[src/hdl/lkp_pkg.sv]
// Shared types, constants and keyframe helpers for the LED keyframe pulse generator.
// Used by every module of the block; depends on nothing else.

package lkp_pkg;

    localparam int LKP_NUM_STEPS = 4;

    localparam int BRIGHT_W = 8;
    localparam int PHASE_W  = 3;
    localparam int DUR_W    = 16;
    localparam int NUM_W    = DUR_W + BRIGHT_W;
    localparam int CNT_W    = $clog2(BRIGHT_W + 1);

    localparam logic [PHASE_W-1:0] REST_PHASE = 3'd4;

    localparam logic [31:0] TARGETS_RESET   = 32'h00C8_00FF;
    localparam logic [63:0] DURATIONS_RESET = 64'h0096_0050_0050_0064;
    localparam logic [15:0] PERIOD_RESET    = 16'd1000;

    typedef enum logic [1:0] {
        REG_TARGETS   = 2'd0,
        REG_DURATIONS = 2'd1,
        REG_PERIOD    = 2'd2
    } lkp_reg_t;

    // Commands from the controller to the datapath.
    typedef struct packed {
        logic load;
        logic advance;
        logic rest;
        logic mul;
        logic div_start;
        logic finish;
        logic emit;
    } lkp_cmd_t;

    // Status from the datapath to the controller.
    typedef struct packed {
        logic active;
        logic can_advance;
        logic in_ramp;
        logic div_busy;
        logic out_free;
    } lkp_status_t;

    function automatic logic [BRIGHT_W-1:0] key_target(input logic [31:0] targets,
                                                      input logic [1:0]  k);
        return targets[k*8 +: 8];
    endfunction

    // A zero duration counts as one millisecond.
    function automatic logic [DUR_W-1:0] key_duration(input logic [63:0] durations,
                                                     input logic [1:0]  k);
        logic [DUR_W-1:0] d;
        d = durations[k*16 +: 16];
        return (d == '0) ? DUR_W'(1) : d;
    endfunction

endpackage

[src/hdl/lkp_divider.sv]
// Restoring serial divider, one quotient bit per cycle.
// Uses lkp_pkg; instantiated by lkp_datapath.

module lkp_divider
    import lkp_pkg::*;
(
    input  logic                aclk,
    input  logic                aresetn,
    input  logic                start,
    input  logic [NUM_W-1:0]    num,
    input  logic [DUR_W-1:0]    den,
    output logic                busy,
    output logic [BRIGHT_W-1:0] quot
);

    logic                busy_reg;
    logic [CNT_W-1:0]    cnt_reg;
    logic [DUR_W-1:0]    rem_reg;
    logic [BRIGHT_W-1:0] low_reg;
    logic [BRIGHT_W-1:0] quot_reg;

    logic [DUR_W:0]      trial;
    logic [DUR_W:0]      diff;
    logic                fits;

    // The caller guarantees num < den * 2**BRIGHT_W, so the upper part starts below den.
    assign trial = {rem_reg, low_reg[BRIGHT_W-1]};
    assign fits  = trial >= {1'b0, den};
    assign diff  = trial - {1'b0, den};

    always_ff @(posedge aclk) begin
        if (!aresetn) begin
            busy_reg <= 1'b0;
            cnt_reg  <= '0;
        end else if (start) begin
            busy_reg <= 1'b1;
            cnt_reg  <= CNT_W'(BRIGHT_W);
        end else if (busy_reg) begin
            cnt_reg <= cnt_reg - CNT_W'(1);
            if (cnt_reg == CNT_W'(1)) begin
                busy_reg <= 1'b0;
            end
        end
    end

    always_ff @(posedge aclk) begin
        if (start) begin
            rem_reg <= num[NUM_W-1:BRIGHT_W];
            low_reg <= num[BRIGHT_W-1:0];
        end else if (busy_reg) begin
            rem_reg  <= fits ? diff[DUR_W-1:0] : trial[DUR_W-1:0];
            low_reg  <= {low_reg[BRIGHT_W-2:0], 1'b0};
            quot_reg <= {quot_reg[BRIGHT_W-2:0], fits};
        end
    end

    assign busy = busy_reg;
    assign quot = quot_reg;

endmodule

[src/hdl/lkp_datapath.sv]
// Datapath: beat state, keyframe walk, ramp multiply, divider and output register.
// Uses lkp_pkg and lkp_divider; driven by commands from lkp_ctrl.

module lkp_datapath
    import lkp_pkg::*;
#(
    parameter int NUM_STEPS = LKP_NUM_STEPS
) (
    input  logic                aclk,
    input  logic                aresetn,
    input  lkp_cmd_t            cmd,
    output lkp_status_t         status,
    input  logic [31:0]         step_targets,
    input  logic [63:0]         step_durations,
    input  logic [15:0]         beat_period,
    input  logic                tick_active,
    input  logic                m_tready,
    output logic                m_tvalid,
    output logic [BRIGHT_W-1:0] m_brightness,
    output logic [PHASE_W-1:0]  m_phase
);

    logic                active_reg;
    logic                running_reg;
    logic [PHASE_W-1:0]  idx_reg;
    logic [DUR_W-1:0]    elapsed_reg;
    logic [DUR_W-1:0]    beat_reg;
    logic [BRIGHT_W-1:0] start_reg;
    logic [NUM_W-1:0]    prod_reg;
    logic [BRIGHT_W-1:0] bright_reg;
    logic [PHASE_W-1:0]  phase_reg;
    logic                out_valid_reg;
    logic [BRIGHT_W-1:0] out_bright_reg;
    logic [PHASE_W-1:0]  out_phase_reg;

    logic [DUR_W-1:0]    cur_dur;
    logic [BRIGHT_W-1:0] cur_tgt;
    logic                in_ramp;
    logic [NUM_W-1:0]    num;
    logic [DUR_W-1:0]    beat_inc;
    logic                div_busy;
    logic [BRIGHT_W-1:0] quot;

    assign cur_dur  = key_duration(step_durations, idx_reg[1:0]);
    assign cur_tgt  = key_target(step_targets, idx_reg[1:0]);
    assign in_ramp  = idx_reg < PHASE_W'(NUM_STEPS);
    assign beat_inc = (beat_reg == '1) ? beat_reg : beat_reg + DUR_W'(1);

    // Second ramp term is added as the dividend is loaded.
    assign num = prod_reg + NUM_W'(elapsed_reg) * NUM_W'(cur_tgt);

    lkp_divider u_divider (
        .aclk    (aclk),
        .aresetn (aresetn),
        .start   (cmd.div_start),
        .num     (num),
        .den     (cur_dur),
        .busy    (div_busy),
        .quot    (quot)
    );

    always_ff @(posedge aclk) begin
        if (!aresetn) begin
            running_reg <= 1'b0;
            idx_reg     <= REST_PHASE;
            elapsed_reg <= '0;
            beat_reg    <= '0;
            start_reg   <= '0;
        end else if (cmd.load) begin
            if (!tick_active || !running_reg) begin
                running_reg <= tick_active;
                idx_reg     <= tick_active ? PHASE_W'(0) : REST_PHASE;
                elapsed_reg <= '0;
                beat_reg    <= '0;
                start_reg   <= '0;
            end
        end else if (cmd.advance) begin
            start_reg   <= cur_tgt;
            elapsed_reg <= elapsed_reg - cur_dur;
            idx_reg     <= idx_reg + PHASE_W'(1);
        end else if (cmd.rest) begin
            idx_reg  <= REST_PHASE;
            beat_reg <= beat_inc;
            if (beat_reg >= beat_period) begin
                running_reg <= 1'b0;
            end
        end else if (cmd.finish) begin
            beat_reg    <= beat_inc;
            elapsed_reg <= (elapsed_reg == '1) ? elapsed_reg : elapsed_reg + DUR_W'(1);
        end
    end

    always_ff @(posedge aclk) begin
        if (cmd.load) begin
            active_reg <= tick_active;
            bright_reg <= '0;
            phase_reg  <= REST_PHASE;
        end
        if (cmd.mul) begin
            prod_reg <= NUM_W'(start_reg) * NUM_W'(cur_dur - elapsed_reg);
        end
        if (cmd.finish) begin
            bright_reg <= quot;
            phase_reg  <= idx_reg;
        end
        if (cmd.emit) begin
            out_bright_reg <= bright_reg;
            out_phase_reg  <= phase_reg;
        end
    end

    always_ff @(posedge aclk) begin
        if (!aresetn) begin
            out_valid_reg <= 1'b0;
        end else if (cmd.emit) begin
            out_valid_reg <= 1'b1;
        end else if (m_tready) begin
            out_valid_reg <= 1'b0;
        end
    end

    assign status.active      = active_reg;
    assign status.can_advance = in_ramp && (elapsed_reg >= cur_dur);
    assign status.in_ramp     = in_ramp;
    assign status.div_busy    = div_busy;
    assign status.out_free    = !out_valid_reg || m_tready;

    assign m_tvalid     = out_valid_reg;
    assign m_brightness = out_bright_reg;
    assign m_phase      = out_phase_reg;

    a_ramp_in_range: assert property (@(posedge aclk) disable iff (!aresetn)
        cmd.mul |-> (in_ramp && elapsed_reg < cur_dur))
        else $error("ramp started with elapsed time past the keyframe duration");

    a_idle_at_rest: assert property (@(posedge aclk) disable iff (!aresetn)
        !running_reg |-> (idx_reg == REST_PHASE))
        else $error("beat stopped outside the rest phase");

    a_rest_is_dark: assert property (@(posedge aclk) disable iff (!aresetn)
        (out_valid_reg && out_phase_reg == REST_PHASE) |-> (out_bright_reg == '0))
        else $error("non-zero brightness reported during rest");

endmodule

[src/hdl/lkp_ctrl.sv]
// Controller state machine sequencing one tick through the datapath.
// Uses lkp_pkg; talks to lkp_datapath through command and status structs.

module lkp_ctrl
    import lkp_pkg::*;
(
    input  logic        aclk,
    input  logic        aresetn,
    input  logic        s_tvalid,
    output logic        s_tready,
    input  lkp_status_t status,
    output lkp_cmd_t    cmd
);

    typedef enum logic [2:0] {
        ST_IDLE,
        ST_WALK,
        ST_MUL,
        ST_DIV_LOAD,
        ST_DIV_WAIT,
        ST_FINISH,
        ST_EMIT
    } state_t;

    state_t state_reg;
    state_t state_next;

    always_comb begin
        state_next = state_reg;
        cmd        = '0;
        unique case (state_reg)
            ST_IDLE: begin
                if (s_tvalid) begin
                    cmd.load   = 1'b1;
                    state_next = ST_WALK;
                end
            end
            ST_WALK: begin
                if (!status.active) begin
                    state_next = ST_EMIT;
                end else if (status.can_advance) begin
                    cmd.advance = 1'b1;
                end else if (!status.in_ramp) begin
                    cmd.rest   = 1'b1;
                    state_next = ST_EMIT;
                end else begin
                    state_next = ST_MUL;
                end
            end
            ST_MUL: begin
                cmd.mul    = 1'b1;
                state_next = ST_DIV_LOAD;
            end
            ST_DIV_LOAD: begin
                cmd.div_start = 1'b1;
                state_next    = ST_DIV_WAIT;
            end
            ST_DIV_WAIT: begin
                if (!status.div_busy) begin
                    state_next = ST_FINISH;
                end
            end
            ST_FINISH: begin
                cmd.finish = 1'b1;
                state_next = ST_EMIT;
            end
            ST_EMIT: begin
                if (status.out_free) begin
                    cmd.emit   = 1'b1;
                    state_next = ST_IDLE;
                end
            end
            default: begin
                state_next = ST_IDLE;
            end
        endcase
    end

    always_ff @(posedge aclk) begin
        if (!aresetn) begin
            state_reg <= ST_IDLE;
        end else begin
            state_reg <= state_next;
        end
    end

    assign s_tready = (state_reg == ST_IDLE);

endmodule

[src/hdl/led_keyframe_pulse_generator_unit.sv]
// Top level of the LED keyframe pulse generator: configuration registers and stream ports.
// Uses lkp_pkg, lkp_ctrl and lkp_datapath.

// The block turns a stream of millisecond ticks into LED brightness values.
// Each item on the s_ channel is one tick and carries the active level in
// s_tdata bit 0. Every accepted item gives exactly one item on the m_ channel
// with the brightness in m_tdata[7:0] and the keyframe index in m_tdata[10:8],
// where index 4 means rest or inactive.
// While active, a beat plays the four keyframes held in the step_targets and
// step_durations registers, each ramping linearly from the previous target,
// then rests until beat_period milliseconds have gone by. An inactive tick
// gives zero brightness and rearms the beat for the next active tick.
// Items are taken one at a time. A ramp tick goes from acceptance to its
// result through the walk past elapsed keyframes, product, divider load, the
// serial divider, finish and emit; rest and inactive ticks skip the product,
// divider and finish steps. The next item can be accepted as the result
// appears. The result sits in an output register, so the next item is
// accepted while it waits; if the receiver stalls, the following result
// waits in the datapath and input is held off until the output register
// frees. Reset (aresetn low, synchronous) restores the register defaults,
// empties the output register and disarms the beat. Registers sit at byte
// addresses 0, 8 and 16; the user must see they are written only while the
// block is idle, as the block itself does not enforce this.

module led_keyframe_pulse_generator_unit
    import lkp_pkg::*;
#(
    parameter int NUM_STEPS = LKP_NUM_STEPS
) (
    input  logic        aclk,
    input  logic        aresetn,
    // APB configuration port
    input  logic        psel,
    input  logic        penable,
    input  logic        pwrite,
    input  logic [4:0]  paddr,
    input  logic [63:0] pwdata,
    output logic [63:0] prdata,
    output logic        pready,
    // Tick input
    input  logic        s_tvalid,
    output logic        s_tready,
    input  logic [7:0]  s_tdata,   // [0] active, [7:1] zero
    // Brightness output
    output logic        m_tvalid,
    input  logic        m_tready,
    output logic [15:0] m_tdata    // [7:0] brightness, [10:8] phase, [15:11] zero
);

    logic [31:0] targets_reg;
    logic [63:0] durations_reg;
    logic [15:0] period_reg;

    lkp_reg_t            reg_sel;
    logic                cfg_write;
    lkp_cmd_t            cmd;
    lkp_status_t         status;
    logic [BRIGHT_W-1:0] brightness;
    logic [PHASE_W-1:0]  phase;

    // Registers are spaced eight bytes apart, so the index is paddr[4:3].
    assign reg_sel   = lkp_reg_t'(paddr[4:3]);
    assign cfg_write = psel && penable && pwrite && pready;
    assign pready    = 1'b1;

    always_ff @(posedge aclk) begin
        if (!aresetn) begin
            targets_reg   <= TARGETS_RESET;
            durations_reg <= DURATIONS_RESET;
            period_reg    <= PERIOD_RESET;
        end else if (cfg_write) begin
            unique case (reg_sel)
                REG_TARGETS:   targets_reg   <= pwdata[31:0];
                REG_DURATIONS: durations_reg <= pwdata;
                REG_PERIOD:    period_reg    <= pwdata[15:0];
                default: begin
                    // Writes beyond the register list are dropped.
                end
            endcase
        end
    end

    always_comb begin
        unique case (reg_sel)
            REG_TARGETS:   prdata = {32'd0, targets_reg};
            REG_DURATIONS: prdata = durations_reg;
            REG_PERIOD:    prdata = {48'd0, period_reg};
            default:       prdata = '0;
        endcase
    end

    lkp_ctrl u_ctrl (
        .aclk     (aclk),
        .aresetn  (aresetn),
        .s_tvalid (s_tvalid),
        .s_tready (s_tready),
        .status   (status),
        .cmd      (cmd)
    );

    lkp_datapath #(
        .NUM_STEPS (NUM_STEPS)
    ) u_datapath (
        .aclk           (aclk),
        .aresetn        (aresetn),
        .cmd            (cmd),
        .status         (status),
        .step_targets   (targets_reg),
        .step_durations (durations_reg),
        .beat_period    (period_reg),
        .tick_active    (s_tdata[0]),
        .m_tready       (m_tready),
        .m_tvalid       (m_tvalid),
        .m_brightness   (brightness),
        .m_phase        (phase)
    );

    assign m_tdata = {5'd0, phase, brightness};

endmodule
[config.mk]
export PLATFORM = sky130hd
export DESIGN_NAME = led_keyframe_pulse_generator_unit
export DESIGN_NICKNAME = d
export VERILOG_FILES = /design/src/hdl/lkp_pkg.sv /design/src/hdl/lkp_divider.sv /design/src/hdl/lkp_datapath.sv /design/src/hdl/lkp_ctrl.sv /design/src/hdl/led_keyframe_pulse_generator_unit.sv
export SDC_FILE = /design/constraint.sdc
export NUM_CORES = 1
export LEC_CHECK = 0
export ABC_AREA = 1
export BUFFER_PORTS_ARGS = -buffer_cell sky130_fd_sc_hd__buf_2
export CELL_PAD_IN_SITES_DETAIL_PLACEMENT = 1
export CELL_PAD_IN_SITES_GLOBAL_PLACEMENT = 2
export CORE_UTILIZATION = 33
export DETAILED_ROUTE_END_ITERATION = 8
export PLACE_DENSITY_LB_ADDON = 0.1
export SYNTH_ARGS = -nofsm -noshare
export SYNTH_HDL_FRONTEND = slang
export SYNTH_SLANG_ARGS = --single-unit
[constraint.sdc]
create_clock -name aclk -period 5.75 [get_ports aclk]
set_input_delay 0.2875 -clock aclk [delete_from_list [all_inputs] [get_ports aclk]]
set_output_delay 0.2875 -clock aclk [all_outputs]
set_load 0.005 [all_outputs]
# Yosys cells after proc, flatten, opt, wreduce, memory -nomap -nowiden
# Cells that the tools add are included.
[word_totals] register_bits=244 mem_count=0 ramBits=0 latchBits=0 mem_bits_ro=0 inputBits=84
[op_classes] muxes=61 multipliers=2 add_sub_neg=8 n_bitwise=2 n_div=0 shifts=2 order_cmp=4 reduce_logical=31 n_eq_ne=19
[op_table] cell="$mux W16" count=15
[op_table] cell="$pmux W64 S3" count=1
[op_table] cell="$shiftx A64 B7 Y16" count=1
[op_table] cell="$mux W8" count=7
[op_table] cell="$mux W3" count=13
[op_table] cell="$add A16 B1 Y16 const B" count=2
[op_table] cell="$eq A16 B16 Y1 const B" count=2
[op_table] cell="$ge A16 B16 Y1" count=2
[op_table] cell="$shiftx A32 B6 Y8" count=1
[op_table] cell="$sub A16 B16 Y16" count=2
[op_table] cell="$add A24 B24 Y24" count=1
[op_table] cell="$mul A16 B8 Y24" count=1
[op_table] cell="$mul A8 B24 Y24" count=1
[op_table] cell="$pmux W3 S7" count=1
[op_table] cell="$mux W1" count=20
[op_table] cell="$ge A17 B16 Y1" count=1
[op_table] cell="$sub A16 B16 Y17" count=1
[op_table] cell="$logic_not A16 Y1" count=1
[op_table] cell="$reduce_and A2 Y1" count=6
[op_table] cell="$reduce_and A4 Y1" count=3
[op_table] cell="$reduce_bool A2 Y1" count=6
[op_table] cell="$eq A3 B3 Y1 const B" count=3
[op_table] cell="$reduce_bool A3 Y1" count=3
[op_table] cell="$mux W4" count=2
[op_table] cell="21 further kinds" count=33

# Depth between registers and ports, before layout
[depth] depth_word=11 depth_mapped=39 mapped_depth_nobuf=38

# Cells and area by module
# From an unflattened synthesis, not the netlist that was laid out.
[unflattened] hier_cells=3528 area_unflattened_um2=24979.0
[by_module_without_submodules] mod="lkp_datapath" cells_per_inst=2275 seq_area_each_um2=2312.2 area_per_inst_um2=16644.7 instances=1
[by_module_without_submodules] mod="led_keyframe_pulse_generator_unit" cells_per_inst=809 seq_area_each_um2=2242.2 area_per_inst_um2=5215.0 instances=1
[by_module_without_submodules] mod="lkp_divider" cells_per_inst=396 seq_area_each_um2=1061.0 area_per_inst_um2=2842.7 instances=1
[by_module_without_submodules] mod="lkp_ctrl" cells_per_inst=48 seq_area_each_um2=60.1 area_per_inst_um2=276.5 instances=1

# Worst setup path before layout
# Ideal clock, no wire load.
[synth_path] kind="flip-flop to flip-flop" from="register u_datapath.idx_reg[0]" to="register u_datapath.prod_reg[18] (data pin)" t_arrival_ns=6.042 t_required_ns=5.494 slack_ns=-0.548 setup_ns=0.256 stages_incl_launch_ff=32 path_buffers=2 period_less_slack_ns=6.298 cell_sequence="dfxtp_1 buf_2 clkbuf_1 nand2_1 a32o_1 nand4_1 o21ai_1 inv_1 ha_1 inv_1 fa_1 a21oi_1 xor2_1 inv_1 nor2_1 fa_1 inv_1 fa_1 fa_1 fa_1 inv_1 ha_1 nand2_1 inv_1 a21oi_1 nand2_1 a21oi_1 o21ai_1 nand2_1 inv_1 o21bai_1 nand2_1"
[synth_via] elab_chain_cells=5
[synth_lines] element="from (decl)" line_no="lkp_datapath.sv:25" source="logic [PHASE_W-1:0] idx_reg;"
[synth_lines] element="from (signal assigned)" line_no="lkp_datapath.sv:72" source="idx_reg <= tick_active ? PHASE_W'(0) : REST_PHASE;"
[synth_lines] element="from (signal assigned)" line_no="lkp_datapath.sv:80" source="idx_reg <= idx_reg + PHASE_W'(1);"
[synth_lines] element="$shiftx A64 B7 Y16 *" line_no="lkp_pkg.sv:55" source="d = durations[k*16 +: 16];"
[synth_lines] element="$logic_not A16 Y1" line_no="lkp_pkg.sv:56" source="return (d == '0) ? DUR_W'(1) : d;"
[synth_lines] element="$mux W16 *" line_no="lkp_pkg.sv:56"
[synth_lines] element="$sub A16 B16 Y17 *" line_no="lkp_datapath.sv:100" source="prod_reg <= NUM_W'(start_reg) * NUM_W'(cur_dur - elapsed_reg);"
[synth_lines] element="$mul A8 B24 Y24 *" line_no="lkp_datapath.sv:100"
[synth_lines] element="to (signal assigned)" line_no="lkp_datapath.sv:100"
[synth_lines] element="to (decl)" line_no="lkp_datapath.sv:29" source="logic [NUM_W-1:0] prod_reg;"
# Every way passes the cells marked *; elsewhere a longest branch is shown, timed or not.
# A chain may end at the register's enable or synchronous reset.

# Worst setup path in the final report
[layout_path] from="register u_datapath.idx_reg[0]" to="register u_datapath.prod_reg[21] (data pin)"
# Same word-level chain as after synthesis.

==> results.yml <==
timing:
  skew_ns: 0.0272
  period_minus_slack_ns: 6.55
  rsz0062_at_grt: "true"
  slew_viol_final: 0
  final.setup.tns_ns: -10.32
  worst_slack_ns: -0.799
  post-route-period-util_pct: 114
  hold_viol_final: 0
  timing.fmax_mhz: 153
  setup_violations: 17
  worstMarginPinSlew_ns: 0.972
  relSlewSlack_pct: 35.1
setup_path:
  worst_path_largest_cell_delay_ns: 0.60
  cp.arrival_ns: 6.86
  reg2reg_slack_ns: -0.80
  crit_path_end: "u_datapath.prod_reg[21]"
  path_common_cell: "inv_2"
  ff2ff_path_depth: 35
  r2r-start: "u_datapath.idx_reg[0]"
  cp.depth: 35
  cp-start-kind: "flip-flop"
  cp_slowest_cell: "fa_2"
  crit_fanout: 8
  critical_path_buf_inv_count: 12
  r2r-end: "u_datapath.prod_reg[21]"
  critPathTopFamily: "adder cells"
  cp-startpoint: "u_datapath.idx_reg[0]"
  crit_required_ns: 6.06
  critPathKind: "reg -> reg"
  cp-end-kind: "flip-flop"
global_route:
  grt_pass1_wl_um: 144000
  overflow: 0
  grt_pass1_vias: 24483
  grt_max_degree: 85
  antenna_found_initial: 1
  grt.total_usage_pct: 26.9
place:
  dpl-instance-area_sq_um: 27400
  place_congestion: 0.972
  dp_hpwl_um: 75000
  place_ws_ns: -1.09
  port_buffers: 150
floorplan:
  rows: 96
  initial_core_util_pct: 33.4
  dieWidth_um: 265
  dieArea_sq_um: 70500
  ios: 167
  die_h_um: 265
  core_area_sq_um: 68600
pwr:
  combPwrFrac_pct: 73.5
  p_sw_w: 0.00723
  power.internal_w: 0.00867
  p_per_area_nw_per_um2: 514
  leakage_nw: 14.7
  ir_drop_uv: 1250
  seq_power_share_pct: 12.2
  netSwitchingFraction_pct: 45.5
  clkPwrFrac_pct: 14.3
run_status:
  violations: "negative setup slack"
  status: "complete, but fails checks"
route:
  vias: 22376
  routedWlPerCell_um: 20.9
  routed_wl_um: 94200
  drtIter0Drc: 1125
  drc: 0
  via_per_inst: 4.96
  dr.pass1.iters: 5
  postRouteAntennaNets: 0
clock_tree:
  clockBufferDepth: 3
  clk_latency_ns: 0.56
  numCtsBuffers: 34
  htreeDepth: 2
  cts-root-buf: "clkbuf_16"
  clock_sinks: 244
  clk_pin_slew_ns: 0.06
  cts_tree: "done"
yosys:
  ys_ff_latch: 244
  syn_area_sq_um: 22900
  synth_edf_count: 79
  syn_area_per_cell_sq_um: 7.57
  synth_warnings: 0
  ys_types: 57
  synth-seq-area-share_pct: 24.8
  async_flop_share_pct: 0
  syn_inst: 3025
  synth_ff_type: "dfxtp_1"
cells_and_area:
  largest_register_ff_count: 64
  fillers: 8325
  layout_commonest_cell: "nand2_1"
  syn_to_final_growth_pct: 35.1
  n_antenna_cell: 0
  most-common-layout-cells: "nand2_1 (531), inv_1 (435), buf_4 (375)"
  layout.nets: 3996
  postLayoutCellArea_sq_um: 30900
  drive_above_1_share_pct: 27.9
worst_hold_path:
  hold_path_class: "in -> reg"
flow_run:
  drv_cap: 0
==> kinds of logic after synthesis <==
family / count (synthesis) / synth area share [%]
other: 2 / 0.0328
adder cells (fa/ha/maj): 359 / 26.6
XOR/XNOR: 84 / 3.31
buffers and inverters: 620 / 10.7
AND/OR/NAND/NOR: 1183 / 21.4
AO/OA/AOI/OAI: 533 / 13.2
flip-flops: 244 / 24.8
==> layer usage <==
layer	vias up	track usage [%]	part of all wire, %
met3	141	3.85	4.0
met1	11209	33.5	43
met5	-	0	0.014
met2	401	47.0	49
met4	2	9.40	3.5
li1	10623	-	-
==> per-stage QoR <==
stage / util [%] / hold slack, ns / power, W / instances
after floorplan: - / 0.386 / 0.00712 / 3029
after global placement: 39.9 / 0.404 / 0.0116 / 4361
after detailed placement: 39.9 / 0.407 / 0.0117 / 4361
after CTS: 43.7 / 0.00129 / 0.0144 / 4480
after global routing: 45.1 / 0.0276 / 0.0172 / 4510
final: 45.1 / 0.0161 / 0.0159 / 4510
==> what timing repair did <==
action / CTS / global route
setup endpoints to repair: 32 / 35
gates cloned: 4 / 2
pin swaps: 58 / 110
buffers inserted: 25 / 30
resized for setup: 225 / 178
hold endpoints to repair: 46 / 0
hold buffers: 30 / 0
==> power groups by stage <==
stage | Combinational (W) | Sequential (W) | Clock [W]
after floorplan | 0.00515 | 0.00196 | 0
after global placement | 0.00959 | 0.00198 | 0
after detailed placement | 0.00975 | 0.00198 | 0
after CTS | 0.0101 | 0.00195 | 0.00234
after global routing | 0.0129 | 0.00195 | 0.00239
final | 0.0117 | 0.00195 | 0.00227
==> how the worst min path moves through the flow <==
stage                                             to  cells after the start  slack [ns]                startpoint
after floorplan                u_datapath.active_reg                      0        0.39                s_tdata[0]
after CTS                          durations_reg[33]                      3       0.001                pwdata[33]
final                                  period_reg[8]                      3        0.02                 pwdata[8]
after global placement    u_datapath.m_brightness[2]                      0        0.40  u_datapath.bright_reg[2]
after global routing                 targets_reg[17]                      3        0.03                pwdata[17]
after detailed placement  u_datapath.m_brightness[6]                      0        0.41  u_datapath.bright_reg[6]
==> synth_stat cells (all sizes together) (27+ instances only) <==
cell	number	share of area, %
edfxtp	79	10
o21ai	203	4.5
clkbuf	64	1.0
xnor2	27	1.0
a21oi	224	4.9
dfxtp	165	14
ha	145	7.9
nand2	587	9.8
nand3	90	2.1
fa	214	19
nor2	414	7.1
buf	57	1.4
xor2	57	2.3
nor3	35	0.92
inv	493	8.1
==> area by class of cell <==
cell class,count,area (sq um),area share (%)
Multi-Input combinational cell,2165,16400,52.9
Inverter,499,1900,6.15
Sequential cell,244,5680,18.4
Tap cell,931,1160,3.77
Clock buffer,54,1050,3.39
Timing Repair inverter,2,15.0,0.0485
Timing Repair Buffer,607,4610,14.9
Clock inverter,8,141,0.457
==> worst min-delay path, cell delays in order <==
cell and delay (ns):
buf_2 0.12, nand2_1 0.06, o211ai_1 0.07
(Power assumes the default switching activity.)
